[src/assert_macros.svh]
// ---------------------------------------------------------------------------
// Assertion macros
// Clocked property checks on clk_i, disabled while rst_ni is low.
// ---------------------------------------------------------------------------
`ifndef ASSERT_MACROS_SVH
`define ASSERT_MACROS_SVH
`ifndef SYNTHESIS
`define ASSERT_CHK(label, prop) \
  label: assert property (@(posedge clk_i) disable iff (!rst_ni) (prop)) \
    else $error("assertion failed");
`define ASSERT_NEVER(label, expr) \
  label: assert property (@(posedge clk_i) disable iff (!rst_ni) !(expr)) \
    else $error("forbidden condition seen");
`else
`define ASSERT_CHK(label, prop)
`define ASSERT_NEVER(label, expr)
`endif
`endif

[src/cgsd_pkg.sv]
// ---------------------------------------------------------------------------
// cgsd_pkg
// Constants and types of the cadence gear shift detector.
// ---------------------------------------------------------------------------
`timescale 1ns / 1ps

package cgsd_pkg;

  localparam int unsigned HISTORY_DEPTH = 12;
  localparam int unsigned TIME_WIDTH    = 32;
  localparam int unsigned IDX_W         = $clog2(HISTORY_DEPTH);

  localparam int unsigned SAMPLE_W = 10;
  localparam int unsigned LIMIT_W  = 16;
  localparam int unsigned CFG_AW   = 2;
  localparam int unsigned CFG_DW   = 16;
  localparam int unsigned IN_DW    = 16;
  localparam int unsigned OUT_DW   = 8;

  localparam logic [CFG_AW-1:0] CFG_LOW_THR  = 2'd0;
  localparam logic [CFG_AW-1:0] CFG_HIGH_THR = 2'd1;
  localparam logic [CFG_AW-1:0] CFG_FAST_LIM = 2'd2;
  localparam logic [CFG_AW-1:0] CFG_SLOW_LIM = 2'd3;

  localparam logic [SAMPLE_W-1:0] LOW_THR_RST  = 10'd200;
  localparam logic [SAMPLE_W-1:0] HIGH_THR_RST = 10'd700;
  localparam logic [LIMIT_W-1:0]  FAST_LIM_RST = 16'd225;
  localparam logic [LIMIT_W-1:0]  SLOW_LIM_RST = 16'd450;

  typedef enum logic {
    KIND_TICK   = 1'b0,
    KIND_SAMPLE = 1'b1
  } kind_e;

  typedef enum logic [1:0] {
    SHIFT_NONE   = 2'd0,
    SHIFT_EASIER = 2'd1,
    SHIFT_HARDER = 2'd2
  } shift_e;

  typedef logic [TIME_WIDTH-1:0] time_t;
  typedef logic [IDX_W-1:0]      idx_t;

endpackage

[src/cadence_gear_shift_detector.sv]
// ---------------------------------------------------------------------------
// cadence_gear_shift_detector
// Hysteresis pass detector on Hall samples, pass-time ring and gear shift
// decision from the span of the last passes.
// ---------------------------------------------------------------------------
// An accepted item's result is written to the output register as it is accepted.
// Throughput: one item per cycle unless the output stalls; the ring read, span
// compare and ring write all settle between the input handshake and the output
// register. Input is taken while the output register is empty or being drained.
// Reset: asynchronous, active low; clears time counter, ring, index, level
// and output valid, and loads the threshold and limit defaults.
`timescale 1ns / 1ps
`include "assert_macros.svh"

module cadence_gear_shift_detector
  import cgsd_pkg::*;
(
  input  logic              clk_i,
  input  logic              rst_ni,
  input  logic              cfg_we_i,
  input  logic [CFG_AW-1:0] cfg_addr_i,
  input  logic [CFG_DW-1:0] cfg_data_i,
  input  logic              s_axis_tvalid,
  output logic              s_axis_tready,
  input  logic [IN_DW-1:0]  s_axis_tdata,   // [9:0] sample_value, [15:10] zero
  input  logic [0:0]        s_axis_tuser,   // [0] kind
  output logic              m_axis_tvalid,
  input  logic              m_axis_tready,
  output logic [OUT_DW-1:0] m_axis_tdata    // [1:0] shift_request, [2] pass_detected
);

  logic [SAMPLE_W-1:0] low_thr_q, high_thr_q;
  logic [LIMIT_W-1:0]  fast_lim_q, slow_lim_q;

  time_t tick_count_q, tick_count_d;
  time_t pass_times_q [HISTORY_DEPTH];
  idx_t  ring_index_q, ring_index_d;
  logic  level_low_q, level_low_d;

  logic   out_valid_q;
  shift_e shift_q, shift_d;
  logic   pass_q, pass_d;

  logic                accept;
  logic [SAMPLE_W-1:0] sample;
  kind_e               kind;
  idx_t                wr_idx, old_idx;
  time_t               oldest, span;
  logic                ring_wr, ring_clr;

  assign s_axis_tready = !out_valid_q || m_axis_tready;
  assign accept        = s_axis_tvalid && s_axis_tready;
  assign sample        = s_axis_tdata[SAMPLE_W-1:0];
  assign kind          = kind_e'(s_axis_tuser[0]);

  assign wr_idx  = (ring_index_q == idx_t'(HISTORY_DEPTH - 1)) ? '0 : ring_index_q + idx_t'(1);
  assign old_idx = (wr_idx == idx_t'(HISTORY_DEPTH - 1)) ? '0 : wr_idx + idx_t'(1);
  assign oldest  = pass_times_q[old_idx];
  assign span    = tick_count_q - oldest;

  always_comb begin
    tick_count_d = tick_count_q;
    ring_index_d = ring_index_q;
    level_low_d  = level_low_q;
    shift_d      = SHIFT_NONE;
    pass_d       = 1'b0;
    ring_wr      = 1'b0;
    ring_clr     = 1'b0;
    if (kind == KIND_TICK) begin
      tick_count_d = tick_count_q + time_t'(1);
    end else if (sample > high_thr_q) begin
      level_low_d = 1'b0;
    end else if (sample < low_thr_q && !level_low_q) begin
      level_low_d  = 1'b1;
      pass_d       = 1'b1;
      ring_wr      = 1'b1;
      ring_index_d = wr_idx;
      if (oldest != '0 && tick_count_q >= oldest) begin
        if (span > time_t'(slow_lim_q)) begin
          shift_d  = SHIFT_EASIER;
          ring_clr = 1'b1;
        end else if (span < time_t'(fast_lim_q)) begin
          shift_d  = SHIFT_HARDER;
          ring_clr = 1'b1;
        end
      end
    end
    if (ring_clr) begin
      ring_index_d = '0;
    end
  end

  always_ff @(posedge clk_i or negedge rst_ni) begin
    if (!rst_ni) begin
      low_thr_q  <= LOW_THR_RST;
      high_thr_q <= HIGH_THR_RST;
      fast_lim_q <= FAST_LIM_RST;
      slow_lim_q <= SLOW_LIM_RST;
    end else if (cfg_we_i) begin
      unique case (cfg_addr_i)
        CFG_LOW_THR:  low_thr_q  <= cfg_data_i[SAMPLE_W-1:0];
        CFG_HIGH_THR: high_thr_q <= cfg_data_i[SAMPLE_W-1:0];
        CFG_FAST_LIM: fast_lim_q <= cfg_data_i[LIMIT_W-1:0];
        CFG_SLOW_LIM: slow_lim_q <= cfg_data_i[LIMIT_W-1:0];
        default:      ;
      endcase
    end
  end

  always_ff @(posedge clk_i or negedge rst_ni) begin
    if (!rst_ni) begin
      tick_count_q <= '0;
      ring_index_q <= '0;
      level_low_q  <= 1'b0;
      for (int i = 0; i < HISTORY_DEPTH; i++) begin
        pass_times_q[i] <= '0;
      end
    end else if (accept) begin
      tick_count_q <= tick_count_d;
      ring_index_q <= ring_index_d;
      level_low_q  <= level_low_d;
      if (ring_clr) begin
        for (int i = 0; i < HISTORY_DEPTH; i++) begin
          pass_times_q[i] <= '0;
        end
      end else if (ring_wr) begin
        pass_times_q[wr_idx] <= tick_count_q;
      end
    end
  end

  always_ff @(posedge clk_i or negedge rst_ni) begin
    if (!rst_ni) begin
      out_valid_q <= 1'b0;
    end else if (accept) begin
      out_valid_q <= 1'b1;
    end else if (m_axis_tready) begin
      out_valid_q <= 1'b0;
    end
  end

  always_ff @(posedge clk_i) begin
    if (accept) begin
      shift_q <= shift_d;
      pass_q  <= pass_d;
    end
  end

  assign m_axis_tvalid = out_valid_q;
  assign m_axis_tdata  = {{(OUT_DW - 3){1'b0}}, pass_q, shift_q};

  `ASSERT_CHK(a_shift_needs_pass, (out_valid_q && shift_q != SHIFT_NONE) |-> pass_q)
  `ASSERT_CHK(a_shift_resets_index, (accept && shift_d != SHIFT_NONE) |=> (ring_index_q == '0))
  `ASSERT_CHK(a_pass_sets_low, (accept && pass_d) |=> level_low_q)
  `ASSERT_CHK(a_tick_advances, (accept && kind == KIND_TICK) |=> (tick_count_q == $past(tick_count_q) + time_t'(1)))
  `ASSERT_NEVER(a_pass_on_tick, accept && kind == KIND_TICK && pass_d)

endmodule
[config.mk]
export PLATFORM = sky130hd
export DESIGN_NAME = cadence_gear_shift_detector
export DESIGN_NICKNAME = d
export VERILOG_FILES = /design/src/cgsd_pkg.sv /design/src/cadence_gear_shift_detector.sv
export VERILOG_INCLUDE_DIRS = /design/src /design/src/src
export SDC_FILE = /design/constraint.sdc
export NUM_CORES = 1
export LEC_CHECK = 0
export BUFFER_PORTS_ARGS = -buffer_cell sky130_fd_sc_hd__buf_2
export CELL_PAD_IN_SITES_DETAIL_PLACEMENT = 2
export CELL_PAD_IN_SITES_GLOBAL_PLACEMENT = 2
export CORE_MARGIN = 4
export CORE_UTILIZATION = 36
export DETAILED_ROUTE_END_ITERATION = 16
export PLACE_DENSITY_LB_ADDON = 0.1
export SLEW_MARGIN = 20
export SYNTH_ARGS = -nofsm -noshare
export SYNTH_HDL_FRONTEND = slang
export SYNTH_SLANG_ARGS = --single-unit
[constraint.sdc]
create_clock -name clk_i -period 13.53 [get_ports clk_i]
set_clock_uncertainty 0.1 [all_clocks]
set_input_delay 1.353 -clock clk_i [delete_from_list [all_inputs] [get_ports clk_i]]
set_output_delay 1.353 -clock clk_i [all_outputs]
set_load 0.03 [all_outputs]
Word-level counts from Yosys, hierarchy flattened. Cells that the tools add are included.

Register bits: 477. Input port bits: 40. Output and inout port bits: 10. Word-level logic and storage cells: 99.

Add/sub/neg operators: 4. Order comparisons: 8. Equality and inequality tests: 6. Mux-type cells: 29. Bitwise gates (word level): 5. Reductions and logical operators: 24.

Operators by type and width (number): $mux 384 (2); $bwmux 384 (1); $bmux 32 s4 (1); $demux 32 s4 (1); $mux 32 (3); $add 32x1->32 const B (1); $ge 32x32->1 (1); $gt 32x16->1 (1); $lt 32x16->1 (1); $reduce_bool 32->1 (1); $sub 32x32->32 (1); $mux 4 (6); $mux 1 (14); $reduce_and 2->1 (6); $ge 5x5->1 const B (2); $gt 10x10->1 (1); $lt 10x10->1 (1); $not 4->5 (2); $reduce_bool 2->1 (5); $add 4x1->4 const B (2); $eq 4x4->1 const B (2); $lt 5x1->1 const B (1); $reduce_or 5->1 (1); $eq 2x2->1 const B (2); 11 further kinds (17).

Longest topological paths before layout.
Depth in word-level cells: 18. Depth in mapped cells: 41. Depth with buffers taken out: 35.

Least setup slack after synthesis. No wires, ideal clock.

Path type: flip-flop to flip-flop. Start point: register ring_index_q[0]. End point: register pass_times_q[132] (netlist bit). Setup time: 0.066 ns. Data arrival time: 8.027 ns. Data required time: 13.364 ns. Setup slack: 5.337 ns. Stages on the path, launching flop included: 36. Path buffers: 6. Period minus slack after synthesis: 8.193 ns. Cells stage by stage: dfrtp_1 -> inv_1 -> ha_1 -> buf_4 -> buf_2 -> buf_1 -> buf_1 -> mux4_2 -> a21oi_1 -> ha_1 -> and4_1 -> nand2_1 -> or3_1 -> or4_1 -> o2111ai_1 -> nand4_1 -> nand2_1 -> nor2_1 -> xnor2_1 -> ha_1 -> nand2_1 -> nor2_1 -> and2_1 -> a31oi_1 -> nor4_1 -> o221ai_1 -> a211oi_1 -> o2111ai_1 -> a221o_1 -> nor4b_1 -> and4b_1 -> a31oi_2 -> buf_6 -> nor4_2 -> buf_2 -> a22o_1.

Longest elaborated chain between the ends: 18. Elaborated cells on any way between the ends: 33.

RTL lines: from (decl) (line cadence_gear_shift_detector.sv:37) `idx_t ring_index_q, ring_index_d;`; from (signal assigned) (line cadence_gear_shift_detector.sv:120) `ring_index_q <= ring_index_d;`; $add 4x1->4 / $eq 4x4->1 (equally long branches) (line cadence_gear_shift_detector.sv:56) `assign wr_idx = (ring_index_q == idx_t'(HISTORY_DEPTH - 1)) ? '0 : ring_index_q + idx_t'(1);`; $mux 4 (*) (line cadence_gear_shift_detector.sv:56); $add 4x1->4 / $eq 4x4->1 (equally long branches) (line cadence_gear_shift_detector.sv:57) `assign old_idx = (wr_idx == idx_t'(HISTORY_DEPTH - 1)) ? '0 : wr_idx + idx_t'(1);`; $mux 4 (line cadence_gear_shift_detector.sv:57); $not 4->5 (implied by the code) (line cadence_gear_shift_detector.sv:58) `assign oldest = pass_times_q[old_idx];`; $bmux 32 s4 (line cadence_gear_shift_detector.sv:58); $mux 32 (implied by the code) (2 in a row) (line cadence_gear_shift_detector.sv:58); $sub 32x32->32 (line cadence_gear_shift_detector.sv:59) `assign span = tick_count_q - oldest;`; $lt 32x16->1 (line cadence_gear_shift_detector.sv:82) `end else if (span < time_t'(fast_lim_q)) begin`; $mux 1 (line cadence_gear_shift_detector.sv:82); $mux 1 (line cadence_gear_shift_detector.sv:79) `if (span > time_t'(slow_lim_q)) begin`; $mux 1 (line cadence_gear_shift_detector.sv:78) `if (oldest != '0 && tick_count_q >= oldest) begin`; $mux 1 (line cadence_gear_shift_detector.sv:73) `end else if (sample < low_thr_q && !level_low_q) begin`; $mux 1 (line cadence_gear_shift_detector.sv:71) `end else if (sample > high_thr_q) begin`; $mux 1 (line cadence_gear_shift_detector.sv:69) `if (kind == KIND_TICK) begin`; $reduce_bool 2->1 (no line); $reduce_and 2->1 (no line); to (signal, indexed assignment) (line cadence_gear_shift_detector.sv:127) `pass_times_q[wr_idx] <= tick_count_q;`; to (decl) (line cadence_gear_shift_detector.sv:36) `time_t pass_times_q [HISTORY_DEPTH];`.

Mark *: on every way between the ends. The rest lies on a longest branch, timed or not. The select of a mux whose other input is x is not followed. A chain may end at the register's enable or synchronous reset.

Final worst setup path.
Start point: register ring_index_q[0]. End point: register pass_times_q[80] (netlist bit).

Same word-level chain as after synthesis.

==> run_results.csv <==
group,metric,value,unit
floorplan,dieArea,74100,sq um
clocking,cts_buffer_depth,3,
route,wire_per_inst,29.1,um
place,hpwl,55.1,mm
yosys,synth_seq_area_share,47.6,%
setup_path,r2r_cells,35,
floorplan,fp-row-count,96,
global_routing,grt.overflow.total,0,
final_layout,fin_util,40.7,%
route,vias,19100,
sta,fin_crit,11.08,ns
clocking,post_cts_buffers,0,
sta,worst_slack,2.45,ns
final_layout,n_antenna_cell,0,
place,globalplace.congestion,0.858,
sta,rsz0062_at_grt,"no",
sta,slew_violations,0,
route,drc,0,
global_routing,antenna_found_initial,2,
yosys,synthCells,2176,
clocking,clock_latency,0.64,ns
route,post_drt_via_cell_ratio,6.21,
setup_path,critPathCapture,"pass_times_q[80]",
setup_path,reg2reg_to,"pass_times_q[80]",
setup_path,r2r_slack,2.45,ns
sta,setup_tns,0,ns
clocking,cts_resized,0,
power,max-vdd-ir-drop,0.342,mV
global_routing,grt_max_degree,161,
yosys,avgSynthCellArea,11.6,sq um
clocking,cts_buffers,57,
setup_path,path_max_fanout,29,
clocking,clock_sinks,477,
setup_path,slowest_delay,0.80,ns
floorplan,die_x,272,um
setup_path,critPathLaunchType,"register",
setup_path,worstPathArrival,11.54,ns
yosys,synth_seq_cells,477,
sta,max_freq,0.0903,GHz
yosys,synth_area_leader_cell,"dfrtp_1",
yosys,yosys_warnings,0,
setup_path,crit_type,"register to register",
floorplan,fp.dieH,272,um
global_routing,grt_pass1_vias,21100,
clocking,cts-root-buf,"clkbuf_16",
clocking,cts-htree-levels,2,
sta,finalHoldViolCount,0,
yosys,synth_edf_count,3,
yosys,syn_area,25100,sq um
setup_path,slowest_stage,"a21oi_4",
yosys,synthDistinctLibCells,80,
clocking,holdBufCountCts,0,
floorplan,coreArea,68900,sq um
clocking,clk_pin_slew_worst_paths,0.06,ns
yosys,async_flop_share,99.4,%
status,status,"finished, final reports clean",
yosys,synth_ff_type,"dfrtp_1",
route,drtAntennaViolNets,0,
setup_path,end_kind,"register",
final_layout,area_growth,11.6,%
yosys,synth_top_area_share,45.5,%
route,drtIter0Drc,1178,
floorplan,start_util,36.5,%
global_routing,grt_usage,24.1,%
setup_path,crit_buf_inv,4,
setup_path,r2r-start,"ring_index_q[0]",
sta,max_slew_margin,25.3,%
setup_path,path_common_cell,"buf_4",
min_path,hp-class,"register to register",
sta,post-route-period-util,81.9,%
route,drt-total-wl,89.4,mm
place,io_buffers,38,
setup_path,crit_cells,35,
yosys,synthTopCellsByArea,"dfrtp_1, a32o_1, mux4_2, ha_1, a21oi_1",
setup_path,crit_family,"simple AND/OR/NAND/NOR gates",
final_layout,final_common_cell,"dfrtp_1",
power,power_density,180,nW/um^2
final_layout,layout_common_cells,"dfrtp_1, a32o_1, nand2_1, a21oi_1, mux4_2",
power,leakage,12.4,nW
final_layout,drive_gt1_share,17.3,%
place,dp_slack,2.38,ns
run,max_cap_violations,0,
clocking,cts_tree,"yes",
setup_path,cp-startpoint,"ring_index_q[0]",
final_layout,nets,2223,
route,firstDrtPassIters,5,
sta,worst-slew-pin-transition,1.12,ns
sta,finalSetupViolCount,0,
floorplan,ios,50,
setup_path,cp.required,13.99,ns
global_routing,grt_first_pass_wirelength,137,mm
-- kinds of logic after synthesis --
family | synth area share [%]
AOI/OAI and AO/OA | 22.3
xor gates and xnor gates | 1.78
adders and majority gates | 4.36
buffers and inverters | 5.07
DFF | 47.6
muxes | 10.8
other | 0.0149
and+or+nand+nor | 8.12
-- cells in the mapped netlist (4+ instances only) --
| cell | instances |
|---|---|
| a211oi_1 | 11 |
| a21boi_0 | 6 |
| a21o_1 | 36 |
| a21oi_1 | 147 |
| a21oi_2 | 7 |
| a221o_1 | 4 |
| a22o_1 | 68 |
| a31oi_1 | 10 |
| a32o_1 | 289 |
| and2_1 | 9 |
| and3_1 | 21 |
| buf_1 | 12 |
| buf_2 | 61 |
| buf_4 | 11 |
| buf_6 | 6 |
| clkbuf_1 | 135 |
| dfrtp_1 | 457 |
| dfstp_2 | 17 |
| ha_1 | 86 |
| inv_1 | 71 |
| mux2_2 | 44 |
| mux2i_1 | 5 |
| mux4_2 | 96 |
| nand2_1 | 193 |
| nand2b_1 | 12 |
| nand3_1 | 23 |
| nand4_1 | 31 |
| nor2_1 | 56 |
| nor2b_1 | 11 |
| nor3_1 | 18 |
| nor3b_1 | 8 |
| nor4_1 | 4 |
| o2111ai_1 | 5 |
| o211ai_1 | 7 |
| o21a_1 | 10 |
| o21ai_0 | 57 |
| o21ai_1 | 5 |
| o21bai_1 | 7 |
| or3_1 | 12 |
| xnor2_1 | 39 |
| xor2_1 | 12 |
-- power breakdown --
group	internal (mW)	leakage (nW)	switching [mW]
registers	1.50	6.50	0.0752
logic	0.660	4.94	1.24
clock network	0.947	0.950	0.640
total	3.11	12.4	1.95
-- through the flow --
stage | cells | cell area, sq um | total power, mW | hold WS (ns)
6_report | 3070 | 28100 | 5.06 | 0.384
5_1_grt | 3070 | 28100 | 5.35 | 0.400
4_1_cts | 3069 | 28000 | 5.11 | 0.389
3_5_place_dp | 2967 | 26100 | 3.50 | 0.376
3_3_place_gp | 2967 | 26100 | 3.46 | 0.368
2_1_floorplan | 2180 | 25200 | 2.81 | 0.361
-- cell type report --
class	count	area [sq um]
fill	7041	40900
multi-input combinational	1407	12100
sequential	477	12000
clock buffer	81	1660
tap	931	1160
timing repair buffer	82	617
clock inverter	21	282
inverter	71	267
-- flip-flops by register name (all words and copies together) (netlist names) --
name / flops
fast_lim_q: 16
slow_lim_q: 16
pass_q: 1
m_axis_tvalid: 1
high_thr_q: 10
level_low_q: 1
tick_count_q: 32
ring_index_q: 4
shift_q: 2
low_thr_q: 10
pass_times_q: 384
-- worst min-delay path by stage --
stage          slack [ns]         startpoint  cells after the start           endpoint
2_1_floorplan        0.36  pass_times_q[161]                      1  pass_times_q[161]
4_1_cts              0.39  pass_times_q[296]                      1  pass_times_q[296]
3_3_place_gp         0.37  pass_times_q[291]                      1  pass_times_q[291]
6_report             0.38  pass_times_q[369]                      1  pass_times_q[369]
5_1_grt              0.40  pass_times_q[119]                      1  pass_times_q[119]
3_5_place_dp         0.38  pass_times_q[358]                      1  pass_times_q[358]
-- routing by layer --
layer	track usage (%)	wire (um)
met5	0	13
met4	5.70	2060
met3	2.80	3440
met2	42.1	44500
met1	32.1	39400
Note: power is estimated with default switching activity, not from simulation.
